===== src/utf8_stream_decoder_core_macros.svh =====
// assertion macros for the utf8 stream decoder
`ifndef UTF8_STREAM_DECODER_CORE_MACROS_SVH
`define UTF8_STREAM_DECODER_CORE_MACROS_SVH

`ifndef NO_ASSERTIONS

// same-cycle implication, disabled during reset
`define U8SD_ASSERT_SAME(label, clk, rst, ante, cons) \
   label: assert property (@(posedge clk) disable iff (rst) (ante) |-> (cons)) \
      else $error("utf8 decoder check failed");

// next-cycle implication, disabled during reset
`define U8SD_ASSERT_NEXT(label, clk, rst, ante, cons) \
   label: assert property (@(posedge clk) disable iff (rst) (ante) |=> (cons)) \
      else $error("utf8 decoder check failed");

`else

`define U8SD_ASSERT_SAME(label, clk, rst, ante, cons)
`define U8SD_ASSERT_NEXT(label, clk, rst, ante, cons)

`endif

`endif


===== src/utf8sd_pkg.sv =====
// shared types and constants for the utf8 stream decoder
package utf8sd_pkg;

   localparam int BYTE_WIDTH = 8;
   localparam int CP_WIDTH   = 21;
   localparam int LEN_WIDTH  = 3;
   localparam int PEND_WIDTH = 2;

   localparam logic [1:0] CONT_TAG = 2'b10;

   typedef struct packed {
      logic [PEND_WIDTH-1:0] pending;
      logic [CP_WIDTH-1:0]   accum;
      logic [LEN_WIDTH-1:0]  length;
   } dec_state_type;

   typedef struct packed {
      logic                 emit;
      logic [CP_WIDTH-1:0]  scalar_value;
      logic [LEN_WIDTH-1:0] unit_length;
   } dec_result_type;

   localparam dec_state_type IDLE_STATE = '{pending: '0, accum: '0, length: '0};

endpackage


===== src/utf8_stream_decoder_core.sv =====
// utf8 stream decoder top level: input register, decode step, result register
//
//   channel  direction  handshake             payload
//   req      in         req_valid/req_ready   req_data_byte[7:0]
//   rsp      out        rsp_valid/rsp_ready   rsp_scalar_value[20:0], rsp_unit_length[2:0]
//
// one byte per cycle while rsp is not stalled; a taken byte waits in the input register
// until it is decoded, and its result, if any, is visible the cycle after it is decoded
// the decode state update loops from the state register through the step logic
// reset clears the input valid flag, decode state and result valid flag, not the data
// a stalled rsp holds the decoder only when a byte is waiting to be decoded
module utf8_stream_decoder_core
   import utf8sd_pkg::*;
(
   input  logic                  clock,
   input  logic                  reset,
   input  logic                  req_valid,
   output logic                  req_ready,
   input  logic [BYTE_WIDTH-1:0] req_data_byte,
   output logic                  rsp_valid,
   input  logic                  rsp_ready,
   output logic [CP_WIDTH-1:0]   rsp_scalar_value,
   output logic [LEN_WIDTH-1:0]  rsp_unit_length
);

`include "utf8_stream_decoder_core_macros.svh"

   logic                  in_valid_ff;
   logic [BYTE_WIDTH-1:0] in_byte_ff;
   dec_state_type         state_ff;
   dec_state_type         state_in;
   dec_result_type        step_result;
   logic                  rsp_valid_ff;
   logic [CP_WIDTH-1:0]   rsp_cp_ff;
   logic [LEN_WIDTH-1:0]  rsp_len_ff;
   logic                  advance;

   utf8sd_step u_step (
      .cur_state  (state_ff),
      .data_byte  (in_byte_ff),
      .next_state (state_in),
      .result     (step_result)
   );

   // decode the held byte when the result register is free or being drained
   assign advance   = in_valid_ff && (!rsp_valid_ff || rsp_ready);
   assign req_ready = !in_valid_ff || advance;

   always_ff @(posedge clock) begin
      if (reset) begin
         in_valid_ff <= 1'b0;
      end else if (req_ready) begin
         in_valid_ff <= req_valid;
      end
   end

   always_ff @(posedge clock) begin
      if (req_ready && req_valid) begin
         in_byte_ff <= req_data_byte;
      end
   end

   always_ff @(posedge clock) begin
      if (reset) begin
         state_ff <= IDLE_STATE;
      end else if (advance) begin
         state_ff <= state_in;
      end
   end

   always_ff @(posedge clock) begin
      if (reset) begin
         rsp_valid_ff <= 1'b0;
      end else if (advance) begin
         rsp_valid_ff <= step_result.emit;
      end else if (rsp_ready) begin
         rsp_valid_ff <= 1'b0;
      end
   end

   always_ff @(posedge clock) begin
      if (advance && step_result.emit) begin
         rsp_cp_ff  <= step_result.scalar_value;
         rsp_len_ff <= step_result.unit_length;
      end
   end

   assign rsp_valid        = rsp_valid_ff;
   assign rsp_scalar_value = rsp_cp_ff;
   assign rsp_unit_length  = rsp_len_ff;

   // idle decode state is always fully cleared
   `U8SD_ASSERT_SAME(a_idle_clear, clock, reset, state_ff.pending == '0,
      state_ff.accum == '0 && state_ff.length == '0)

   // pending unit length plus bytes still expected never exceeds four
   `U8SD_ASSERT_SAME(a_pending_len, clock, reset, state_ff.pending != '0,
      state_ff.length != '0 &&
      ({1'b0, state_ff.length} + {2'b00, state_ff.pending}) <= 4'd4)

   // one-byte results are plain ascii
   `U8SD_ASSERT_SAME(a_ascii_result, clock, reset,
      rsp_valid_ff && rsp_len_ff == LEN_WIDTH'(1),
      rsp_cp_ff < CP_WIDTH'(128))

   // a result always carries a length from one to four
   `U8SD_ASSERT_SAME(a_len_range, clock, reset, rsp_valid_ff,
      rsp_len_ff != '0 && rsp_len_ff <= LEN_WIDTH'(4))

   // an emitted result lands in the result register next cycle
   `U8SD_ASSERT_NEXT(a_emit_lands, clock, reset, advance && step_result.emit,
      rsp_valid_ff)

endmodule


===== src/utf8sd_step.sv =====
// next-state and result logic for one byte of the utf8 stream
module utf8sd_step
   import utf8sd_pkg::*;
(
   input  dec_state_type          cur_state,
   input  logic [BYTE_WIDTH-1:0]  data_byte,
   output dec_state_type          next_state,
   output dec_result_type         result
);

   logic [CP_WIDTH-1:0]   accum_in;
   logic [LEN_WIDTH-1:0]  length_in;
   logic [PEND_WIDTH-1:0] pending_in;

   assign accum_in   = {cur_state.accum[CP_WIDTH-7:0], data_byte[5:0]};
   assign length_in  = cur_state.length + LEN_WIDTH'(1);
   assign pending_in = cur_state.pending - PEND_WIDTH'(1);

   always_comb begin
      next_state = cur_state;
      result     = '0;
      if (cur_state.pending == '0) begin
         case (data_byte) inside
            [8'h00:8'h7F]: begin
               result.emit         = 1'b1;
               result.scalar_value = CP_WIDTH'(data_byte[6:0]);
               result.unit_length  = LEN_WIDTH'(1);
            end
            [8'hC0:8'hDF]: begin
               next_state.pending = PEND_WIDTH'(1);
               next_state.accum   = CP_WIDTH'(data_byte[4:0]);
               next_state.length  = LEN_WIDTH'(1);
            end
            [8'hE0:8'hEF]: begin
               next_state.pending = PEND_WIDTH'(2);
               next_state.accum   = CP_WIDTH'(data_byte[3:0]);
               next_state.length  = LEN_WIDTH'(1);
            end
            [8'hF0:8'hF7]: begin
               next_state.pending = PEND_WIDTH'(3);
               next_state.accum   = CP_WIDTH'(data_byte[2:0]);
               next_state.length  = LEN_WIDTH'(1);
            end
            default: begin
               next_state = IDLE_STATE;
            end
         endcase
      end else if (data_byte[7:6] != CONT_TAG) begin
         // interrupted unit: abandon and drop the byte
         next_state = IDLE_STATE;
      end else if (pending_in == '0) begin
         result.emit         = 1'b1;
         result.scalar_value = accum_in;
         result.unit_length  = length_in;
         next_state          = IDLE_STATE;
      end else begin
         next_state.pending = pending_in;
         next_state.accum   = accum_in;
         next_state.length  = length_in;
      end
   end

endmodule

===== config.mk =====
export PLATFORM = sky130hd
export DESIGN_NAME = utf8_stream_decoder_core
export DESIGN_NICKNAME = d
export VERILOG_FILES = /design/src/utf8sd_pkg.sv /design/src/utf8_stream_decoder_core.sv /design/src/utf8sd_step.sv
export VERILOG_INCLUDE_DIRS = /design/src /design/src/src
export SDC_FILE = /design/constraint.sdc
export NUM_CORES = 1
export LEC_CHECK = 0
export BUFFER_PORTS_ARGS = -buffer_cell sky130_fd_sc_hd__buf_2
export CAP_MARGIN = 20
export CORE_ASPECT_RATIO = 1.1
export CORE_MARGIN = 5
export CORE_UTILIZATION = 30
export CTS_CLUSTER_SIZE = 40
export DETAILED_ROUTE_END_ITERATION = 8
export GPL_ROUTABILITY_DRIVEN = 0
export PLACE_DENSITY_LB_ADDON = 0.05
export REMOVE_ABC_BUFFERS = 1
export SLEW_MARGIN = 15
export SYNTH_ARGS = -nofsm -noshare
export SYNTH_HDL_FRONTEND = slang
export SYNTH_SLANG_ARGS = --single-unit

===== constraint.sdc =====
create_clock -name clock -period 3.4 [get_ports clock]
set_clock_uncertainty 0.1 [all_clocks]
set_input_delay 0.34 -clock clock [delete_from_list [all_inputs] [get_ports clock]]
set_output_delay 0.34 -clock clock [all_outputs]
set_load 0.02 [all_outputs]

; ---- Word-level counts from Yosys, hierarchy flattened
; Cells that the tools add are included.
[classes]
n_reduce_logical = 15
mux = 13
magnitude_cmp = 8
add_sub_neg = 2
eq_ne = 2
[op_table]
columns = op, count
row1 = 26-bit 2-to-1 mux, 7
row2 = 25-bit 2-to-1 mux, 4
row3 = 8-bit >= comparator (second input constant), 3
row4 = 8-bit less-or-equal comparator (second input constant), 3
row5 = 8-bit by 1-bit >= comparator with 1-bit output (second input constant), 1
row6 = 8-bit by 7-bit less-or-equal comparator with 1-bit output (second input constant), 1
row7 = 1-bit logical AND, 7
row8 = 2-bit zero test, 2
row9 = 2-bit != test (second input constant), 2
row10 = 3-bit by 1-bit adder with 3-bit output (second input constant), 1
row11 = 1-bit zero test, 2
row12 = 1-bit logical OR, 2
row13 = 1-bit 2-to-1 mux, 2
row14 = 2-bit AND reduction, 1
row15 = 2-bit nonzero test, 1
row16 = 2-bit by 1-bit subtractor with 2-bit output (second input constant), 1
[word_totals]
wordCells = 48
register_bits = 54

; ---- Depth between registers and ports, before layout
; Gate-level depths: netlist of run 1.
[logic_depth]
ltp_word = 7
mapped_depth = 7
depth_no_buf = 6

; ---- Modules after synthesis
; Synthesis of run 1 repeated with hierarchy kept, for this count alone.
[unflattened]
hier_cells = 257
hier_area_um2 = 2941.6
[by_module_without_submodules]
columns = mod, area_per_inst_um2, cells_per_inst, instances
row1 = utf8_stream_decoder_core, 2220.9, 157, 1
row2 = utf8sd_step, 720.7, 100, 1

; ---- Least setup slack after synthesis of run 1
; OpenSTA, ideal clock, no wires.
[synth_path]
kind = reg2reg
start = register state_ff[24] (netlist bit)
end = register rsp_cp_ff[0] (netlist: rsp_scalar_value[0]), enable pin
synth_period_minus_slack_ns = 3.011
setup_time_ns = 0.405
slack_ns = 0.389
n_path_buf = 0
required_time_ns = 2.895
stages_incl_launch_ff = 7
arrival_time_ns = 2.506
path_cell_list = dfxtp_1 > inv_1 > ha_1 > nor3b_1 > and2_2 > nor2_1 > nor2_1
[synth_between]
elab_chain_len = 6
[synth_lines]
columns = item, line
row1 = "start, declared", utf8_stream_decoder_core.sv:30  ; dec_state_type state_ff;
row2 = "start signal, assigned", utf8_stream_decoder_core.sv:67  ; state_ff <= state_in;
row3 = 2-bit by 1-bit subtractor with 2-bit output, utf8sd_step.sv:17  ; assign pending_in = cur_state.pending - PEND_WIDTH'(1);
row4 = 2-bit zero test, utf8sd_step.sv:51  ; end else if (pending_in == '0) begin
row5 = 25-bit 2-to-1 mux, utf8sd_step.sv:51
row6 = 25-bit 2-to-1 mux, utf8sd_step.sv:48  ; end else if (data_byte[7:6] != CONT_TAG) begin
row7 = 25-bit 2-to-1 mux (*), utf8sd_step.sv:22  ; if (cur_state.pending == '0) begin
row8 = 1-bit logical AND (*), utf8_stream_decoder_core.sv:82  ; if (advance && step_result.emit) begin
row9 = "end signal, assigned", utf8_stream_decoder_core.sv:83  ; rsp_cp_ff <= step_result.scalar_value;
row10 = "end, declared", utf8_stream_decoder_core.sv:34  ; logic [CP_WIDTH-1:0] rsp_cp_ff;
; Every way passes the cells marked *; elsewhere a longest branch is shown, timed or not.
; A chain may end at the register's enable or synchronous reset.

; ---- Final worst setup path of run 1
[layout_path]
start = register state_ff[25] (netlist bit)
end = register state_ff[0] (netlist bit)
[layout_between]
elab_chain_len = 5
[layout_lines]
columns = item, line
row1 = 2-bit by 1-bit subtractor with 2-bit output, utf8sd_step.sv:17
row2 = 2-bit zero test, utf8sd_step.sv:51
row3 = 26-bit 2-to-1 mux, utf8sd_step.sv:51
row4 = 26-bit 2-to-1 mux, utf8sd_step.sv:48
row5 = 26-bit 2-to-1 mux, utf8sd_step.sv:22
; Several ways; a longest one is shown, not always the timed one.

==> flow_summary.toml, run 1 <==
[status]
outcome = "finished clean"

[clocking]
clkLatencyLatePin_ns = 0.30
cts_resized = 0
clk_pin_slew_worst_paths_ns = 0.09
root_buffer = "clkbuf_8"
cts_sinks = 54
hold_buffers = 0
postCtsSetupBuffers = 0
cts_inserted_buffers = 5
cts_buffer_depth = 2
h-tree-depth = 2
tritoncts = "done"

[floorplanning]
pin_count = 38
fp.dieArea_um2 = 8890
die_w_um = 90.36
start_util_pct = 30.59
core_area_um2 = 6967
die_y_um = 98.39
rows = 32

[timing]
fin_crit_ns = 2.567
slew_violations = 0
setup_violations = 0
tns_ns = 0
hold_viol_final = 0
rsz0062_at_grt = "false"
max_freq_mhz = 389.5
worst_slack_ns = 0.8328
tightest_slew_ns = 0.8733
maxSlewHeadroom_pct = 41.61
period_share_pct = 75.50

[detailed_routing]
drtIter0Drc = 66
totalWireLength_um = 4400
via_count = 1419
wl_per_cell_um = 14.62
drt-pass1-iter-count = 4
drtAntennaViolNets = 0
vias_per_cell = 4.714
remaining_drc_errors = 0

[grt]
grt_max_degree = 23
grt_usage_pct = 10.30
grt_pass1_vias = 1531
overflow = 0
antenna_found_initial = 0
grt_pass1_wl_um = 7396

[placement]
io_buffers = 37
placed_cell_area_um2 = 2406
hpwl_um = 3181
dp_cells = 293
dp_worst_setup_slack_ns = 0.8279

[power_and_ir_drop]
p_switching_mw = 0.2577
p_clk_share_pct = 33.9
pwr-share-seq_pct = 59.5
combinationalPowerShare_pct = 6.6
ir_worst_vdd_mv = 0.1554
netSwitchingFraction_pct = 21.27
pwr_density_cell_nw_per_um2 = 482.2
p_leak_nw = 0.9619
internal-power_mw = 0.9537

[synthesis]
yosysSeqAreaShare_pct = 65.77
ys_ff_latch = 54
ys_warn_count = 0
synth_area_um2 = 2131
syn_area_per_cell_um2 = 12.18
ys_types = 32
synthCells = 175

[final_layout]
final_common_cell = "buf_2"
drive_gt1_share_pct = 25.93
design_area_um2 = 2512
stdcell_count = 301
area.growth.synth_to_final_pct = 17.91
finish.net_count = 230
final_cell_mix = "37 x buf_2, 32 x edfxtp_1, 22 x dfxtp_1, 19 x nor2_1, 12 x and3_1"
insertedDiodeCount = 0

[setup_path]
reg2reg_from = "state_ff[25]$_SDFFE_PP0P_"
setup.worst_path.class = "flip-flop to flip-flop"
r2r_setup_slack_ns = 0.83
reg2reg_depth = 6
cp-startpoint = "state_ff[25]$_SDFFE_PP0P_"
crit_arrival_ns = 2.70
crit_required_ns = 3.53
cp_slowest_cell = "or4b_4"
end_kind = "flip-flop"
critPathLaunchType = "flip-flop"
path_cells = "inv_1 -> ha_1 -> or4b_4 -> nor3b_4 -> a22oi_1 -> a21oi_1"
cpPeakStageDelay_ns = 0.64
cp_max_fo = 19
reg2reg_to = "state_ff[0]$_SDFFE_PP0P_"

[run]
cap_viol_max_count = 0

[min_path]
whs_endpoint = "in_byte_ff[4]$_DFFE_PP_"
holdPathStages = 1
min_from = "req_data_byte[4]"
hold_path.class = "primary input to flip-flop"
==> cell type report <==
cell class	instances	area (µm²)
fill	727	4454
sequential	54	1401
multi-input combinational	108	668.1
timing repair buffer	40	207.7
tap	85	106.4
clock buffer	6	72.57
clock inverter	2	33.78
inverter	6	22.52
==> routing by layer <==
metal	track usage (%)	up-vias	wire, µm
li1	-	715	-
met1	12.15	671	1971
met2	18.24	28	2215
met3	2.696	5	162
met4	3.207	0	51
met5	0	-	0
==> synth_stat cells <==
cell / instances / share of area [%]
nor3b_1: 1 / 0.35
a22oi_1: 11 / 3.9
a22oi_2: 1 / 0.59
nand3_1: 6 / 1.4
and2_2: 1 / 0.35
buf_4: 2 / 0.70
nor2b_1: 7 / 2.1
a22o_1: 1 / 0.41
nand2_1: 11 / 1.9
ha_1: 3 / 1.8
inv_1: 6 / 1.1
nand2b_1: 2 / 0.59
nor3b_4: 1 / 0.88
dfxtp_1: 22 / 21
buf_6: 1 / 0.53
o2111a_1: 1 / 0.53
clkbuf_1: 4 / 0.70
a21oi_1: 6 / 1.4
and3_1: 12 / 3.5
nor2_1: 20 / 3.5
or4b_4: 1 / 0.65
a32oi_1: 2 / 0.82
a31oi_1: 2 / 0.59
a21boi_0: 1 / 0.35
edfxtp_1: 32 / 45
xnor2_1: 1 / 0.41
and2_1: 2 / 0.59
nand3b_1: 2 / 0.70
and3_2: 5 / 1.8
a221oi_1: 1 / 0.41
o21ai_0: 6 / 1.4
a211oi_1: 1 / 0.35
==> power groups by stage <==
| stage | clock network [mW] | logic, mW | registers [mW] |
|---|---|---|---|
| 5_1_grt | 0.454 | 0.0891 | 0.724 |
| 3_5_place_dp | 0 | 0.0810 | 0.737 |
| 4_1_cts | 0.432 | 0.0810 | 0.722 |
| 6_report | 0.411 | 0.0795 | 0.721 |
| 3_3_place_gp | 0 | 0.0803 | 0.737 |
| 2_1_floorplan | 0 | 0.0360 | 0.745 |
==> worst max-delay path by stage <==
stage | slack [ns] | endpoint | cells after the start
after global placement | 0.93 | state_ff[0]$_SDFFE_PP0P_ | 6
final | 0.83 | state_ff[0]$_SDFFE_PP0P_ | 6
after floorplan | 0.05 | rsp_scalar_value[0]$_DFFE_PP_ | 6
after global routing | 0.62 | state_ff[2]$_SDFFE_PP0P_ | 6
after CTS | 0.81 | rsp_scalar_value[14]$_SDFFCE_PP0P_ | 8
after detailed placement | 0.83 | rsp_scalar_value[7]$_SDFFCE_PP0P_ | 8
==> cells by family (layout without fill, tap and decap cells) <==
family	Yosys count	after routing	synth area share (%)
simple gates	71	71	18.32
flops	54	54	65.77
compound gates	33	33	10.75
buf+inv	13	54	2.994
fa+ha+maj	3	3	1.762
xor+xnor	1	1	0.4111
==> registers in the layout, summed over array words and instances, names as in the netlist <==
name / cells
state_ff: 20
in_valid_ff: 1
rsp_scalar_value: 21
rsp_valid: 1
in_byte_ff: 8
rsp_unit_length: 3
==> metrics by stage <==
step                hold slack (ns)  power [mW]  util, %
floorplan                    0.3091      0.7810        -
global placement             0.3654      0.8173    34.54
detailed placement           0.3701      0.8179    34.54
CTS                          0.1005       1.234    36.06
global route                0.09880       1.267    36.06
finish                       0.1146       1.211    36.06
==> worst max-delay path: cells and delay by family (launching register included) <==
family                     cells  cell delay [ns]
buffers and inverters          1             0.06
and+or+nand+nor                2             1.24
DFF                            1             0.32
AOI/OAI and AO/OA              2             0.38
adders and majority gates      1             0.39
(Power assumes the default switching activity.)
==> run 2: changes to the inputs <==
Clock period 3.4 ns to 2.1 ns, I/O delays scaled along.
==> run 2 against run 1 <==
- first-iteration DRC count is 1.5% lower
- sequential share of layout area down 3.0 points
- non-clock buffer count up 14
- clock power rose by 63%
- worst setup slack worse by 0.72 ns
- combinational power is 87% higher
- count of clock-buffer cells in the layout up 1
- via count increased by 8.0%
- flip-flop and latch count unchanged
- critical path type unchanged
==> flow_summary.toml, run 2 (same netlist as run 1, synthesis figures left out) <==
[final_layout]
drive_gt1_share_pct = 27.83
finish.net_count = 244
final_common_cell = "buf_2"
final_cell_mix = "37 x buf_2, 32 x edfxtp_1, 21 x dfxtp_1, 19 x nor2_1, 12 x and3_1"
stdcell_count = 315
area.growth.synth_to_final_pct = 24.72
insertedDiodeCount = 0
post-route-util_pct = 38.15
largest_reg_flops = 21

[detailed_routing]
drt-pass1-iter-count = 4
drtIter0Drc = 65
remaining_drc_errors = 0
via_count = 1532
vias_per_cell = 4.863
wl_per_cell_um = 13.88
drtAntennaViolNets = 0
totalWireLength_um = 4373

[setup_path]
critPathLaunchType = "flip-flop"
crit_required_ns = 2.22
cpPeakStageDelay_ns = 0.56
setup.worst_path.class = "flip-flop to flip-flop"
crit_arrival_ns = 2.11
cp_max_fo = 5
path_cells = "inv_1 -> ha_1 -> or4b_4 -> nor3b_4 -> buf_4 -> nand2_1 -> a31oi_1"
end_kind = "flip-flop"
cp_slowest_cell = "or4b_4"

[clocking]
clk_pin_slew_worst_paths_ns = 0.09
cts_buffer_depth = 2
cts_inserted_buffers = 5
root_buffer = "clkbuf_8"
h-tree-depth = 2
tritoncts = "done"
clkLatencyLatePin_ns = 0.30
cts_sinks = 54

[floorplanning]
fp.dieArea_um2 = 8890
core_area_um2 = 6967
pin_count = 38
rows = 32
die_y_um = 98.39
start_util_pct = 30.59
die_w_um = 90.36

[timing]
setup_violations = 0
fin_crit_ns = 1.986
period_share_pct = 94.56
tns_ns = 0
max_freq_mhz = 503.6
slew_violations = 0
maxSlewHeadroom_pct = 71.20
hold_viol_final = 0
tightest_slew_ns = 0.4320

[power_and_ir_drop]
p_leak_nw = 1.028
pwr_density_cell_nw_per_um2 = 747.2
ir_worst_vdd_mv = 0.2518

[grt]
grt_usage_pct = 10.21
grt_pass1_wl_um = 7327
overflow = 0
met3_usage_pct = 2.851
grt_pass1_vias = 1505
grt_util_met2_pct = 17.45
grt_busiest_layer = "met2"
grt_max_degree = 25
use_met1_pct = 12.32
antenna_found_initial = 0

[min_path]
hold_path.class = "primary input to flip-flop"

[placement]
hpwl_um = 3067
dp_cells = 298
io_buffers = 37

[run]
cap_viol_max_count = 0

[status]
outcome = "finished clean"
-- run 2: final timing paths --
check                                  from  slack, ns                         to  cells past startpoint
hold / removal                    req_valid       0.03   in_valid_ff$_SDFFE_PP0N_                      3
setup reg to reg  state_ff[25]$_SDFFE_PP0P_       0.11  state_ff[24]$_SDFFE_PP0P_                      7
setup / recovery  state_ff[25]$_SDFFE_PP0P_       0.11  state_ff[24]$_SDFFE_PP0P_                      7
hold reg to reg    state_ff[4]$_SDFFE_PP0P_       0.37   state_ff[4]$_SDFFE_PP0P_                      2
-- run 2: worst max-delay path: cells and delay by family, from the launching register on --
kind	cells	cell delay [ns]
buffers and inverters	2	0.23
AND/OR/NAND/NOR	3	0.89
AO/OA/AOI/OAI	1	0.16
flip-flops	1	0.32
adder cells (fa/ha/maj)	1	0.21
-- run 2: final cells by class --
cell class	instances	area [µm²]
Clock buffer	7	76.32
Clock inverter	1	30.03
Timing Repair Buffer	54	349.1
Fill cell	736	4309
Tap cell	85	106.4
Multi-Input combinational cell	108	670.6
Inverter	6	22.52
Sequential cell	54	1403
-- run 2: power breakdown --
part           total [mW]  switching (mW)  leakage, nW  internal, mW
Clock               0.669           0.312       0.0524         0.357
Sequential           1.17          0.0182        0.480          1.15
Combinational       0.149          0.0893        0.496        0.0598
Total                1.99           0.420         1.03          1.57
-- run 2: repair_timing --
item,4_1_cts,5_1_grt
gates resized for setup,1,2
hold buffers,8,0
endpoints found under the setup margin,1,10
hold endpoints to repair,8,0
setup buffers,0,1
pin swaps,1,1
-- run 2: layer usage --
layer  wire length (µm)  vias to the layer above  share of wire, %
met2               2137                       27                49
met1               2017                      750                46
met3                164                        5               3.8
met4                 53                        0               1.2
li1                   -                      750                 -
met5                  0                        -                 0
-- run 2: per-stage QoR --
stage               hold slack (ns)  area [µm²]  power, mW  worst slack, ns
floorplan                    0.1791        2090      1.265           -1.246
global placement             0.2874        2456      1.331           0.1077
detailed placement           0.2885        2456      1.333          0.02392
CTS                         0.02509        2645      2.021          0.04396
global route                0.03390        2658      2.078        -0.001013
finish                      0.02674        2658      1.986           0.1142
==> run 3: changes to the inputs <==
Settings changed: CORE_MARGIN 5 to 3, RECOVER_POWER from default to 25, SYNTH_HIERARCHICAL from default to 1.
==> run 3 against run 2 <==
- synthesized area grew 24%
- largest power group unchanged
- critical endpoint is now rsp_scalar_value[18]$_DFFE_PP_
- critical path depth up 1
- final cell count increased by 22%
- largest cell class unchanged
==> flow_summary.toml, run 3 <==
[setup_path]
cp_max_fo = 24
crit_arrival_ns = 1.83
setup.worst_path.class = "flip-flop to flip-flop"
crit_required_ns = 2.01
cp-startpoint = "state_ff[24]$_SDFFE_PP0P_"
end_kind = "flip-flop"
critPathLaunchType = "flip-flop"
reg2reg_from = "state_ff[24]$_SDFFE_PP0P_"

[detailed_routing]
drtIter0Drc = 69
remaining_drc_errors = 0
wl_per_cell_um = 13.29
vias_per_cell = 4.508
drtAntennaViolNets = 0
drt-pass1-iter-count = 4
totalWireLength_um = 5105
via_count = 1731

[final_layout]
area.growth.synth_to_final_pct = 16.01
final_common_cell = "nand2b_1"
finish.net_count = 287
fillers = 855
insertedDiodeCount = 0
drive_gt1_share_pct = 15.38
final_cell_mix = "44 x nand2b_1, 32 x edfxtp_1, 21 x dfxtp_1, 20 x mux2i_1, 20 x clkbuf_1"
stdcell_count = 384
largest_reg_flops = 21

[clocking]
cts_buffer_depth = 2
clkLatencyLatePin_ns = 0.30
h-tree-depth = 2
clk_pin_slew_worst_paths_ns = 0.09
postCtsSetupBuffers = 0
cts_inserted_buffers = 5
cts_sinks = 54
tritoncts = "done"
root_buffer = "clkbuf_8"

[synthesis]
syn_area_per_cell_um2 = 11.60
synthCells = 227
synth_area_um2 = 2634
ys_warn_count = 6

[min_path]
hold_path.class = "primary input to flip-flop"
min_from = "req_valid"

[timing]
holdWs_ns = 0.03365
fin_crit_ns = 1.918
maxSlewHeadroom_pct = 63.41
rsz0062_at_grt = "false"
setup_violations = 0
max_freq_mhz = 521.5
period_share_pct = 91.31
tns_ns = 0
slew_violations = 0
hold_viol_final = 0
tightest_slew_ns = 0.5489

[power_and_ir_drop]
p_total_mw = 1.920
ir_worst_vdd_mv = 0.2063
p_clk_share_pct = 29.0
internal-power_mw = 1.471
combinationalPowerShare_pct = 10.2
p_leak_nw = 1.071
pwr_density_cell_nw_per_um2 = 628.4
pwr-share-seq_pct = 60.8
p_switching_mw = 0.4488
netSwitchingFraction_pct = 23.37

[floorplanning]
rows = 35
die_y_um = 104.3
die_w_um = 95.34
start_util_pct = 31.16
core_area_um2 = 8452
pin_count = 38
fp.dieArea_um2 = 9941

[status]
outcome = "finished clean"

[placement]
io_buffers = 37
hpwl_um = 3394
dp_cells = 368

[grt]
antenna_found_initial = 0
overflow = 0
grt_max_degree = 43
grt_pass1_wl_um = 8645
grt_pass1_vias = 1759
grt_usage_pct = 11.10

[run]
cap_viol_max_count = 0
==> run 3: per-stage QoR <==
stage	util (%)	worst slack [ns]	cell area, µm²
2_1_floorplan	-	-0.8363	2490
3_5_place_dp	34.60	0.1313	2924
6_report	36.15	0.1824	3055
5_1_grt	36.15	0.007424	3055
4_1_cts	36.49	0.1219	3084
3_3_place_gp	34.60	0.1681	2924
==> run 3: power by group through the flow <==
stage / combinational [mW] / clock, mW / sequential (mW)
floorplan: 0.0929 / 0 / 1.21
global placement: 0.193 / 0 / 1.19
detailed placement: 0.193 / 0 / 1.19
CTS: 0.205 / 0.587 / 1.17
global route: 0.217 / 0.622 / 1.17
finish: 0.196 / 0.557 / 1.17
==> run 3: final cells by class <==
| class | count | area (µm²) | area share, % |
|---|---|---|---|
| timing repair buffer | 56 | 350.3 | 11.47 |
| clock inverter | 1 | 3.754 | 0.1229 |
| inverter | 3 | 11.26 | 0.3686 |
| multi-input combinational | 152 | 1072 | 35.09 |
| tap | 111 | 138.9 | 4.545 |
| clock buffer | 7 | 76.32 | 2.498 |
| sequential | 54 | 1403 | 45.91 |
==> run 3: final timing paths <==
| kind | to | slack (ns) | cells past startpoint |
|---|---|---|---|
| worst min register to register | state_ff[25]$_SDFFE_PP0P_ | 0.38 | 2 |
| worst max register to register | rsp_scalar_value[18]$_DFFE_PP_ | 0.18 | 8 |
| worst min-delay path | in_valid_ff$_SDFFE_PP0P_ | 0.03 | 3 |
| worst max-delay path | rsp_scalar_value[18]$_DFFE_PP_ | 0.18 | 8 |
==> run 3: critical path, cell delays in order (launching register included) <==
cell and delay (ns):
dfxtp_2 0.36, inv_1 0.05, ha_1 0.26, and4bb_2 0.34, nor2_2 0.05, inv_1 0.07, nand2_1 0.06, nor2_2 0.13
buf_12 0.20
==> run 3: what timing repair did <==
action                     CTS  global route
gates resized for setup      0             1
hold endpoints to repair     8             0
setup endpoints to repair    0             3
hold buffers                 8             0
==> run 3: layer usage <==
metal | up-vias | track usage, % | wire (µm)
met5 | - | 0 | 0
met4 | 0 | 3.093 | 63
met3 | 6 | 2.605 | 156
met2 | 29 | 19.31 | 2592
met1 | 821 | 13.41 | 2292
li1 | 875 | - | -
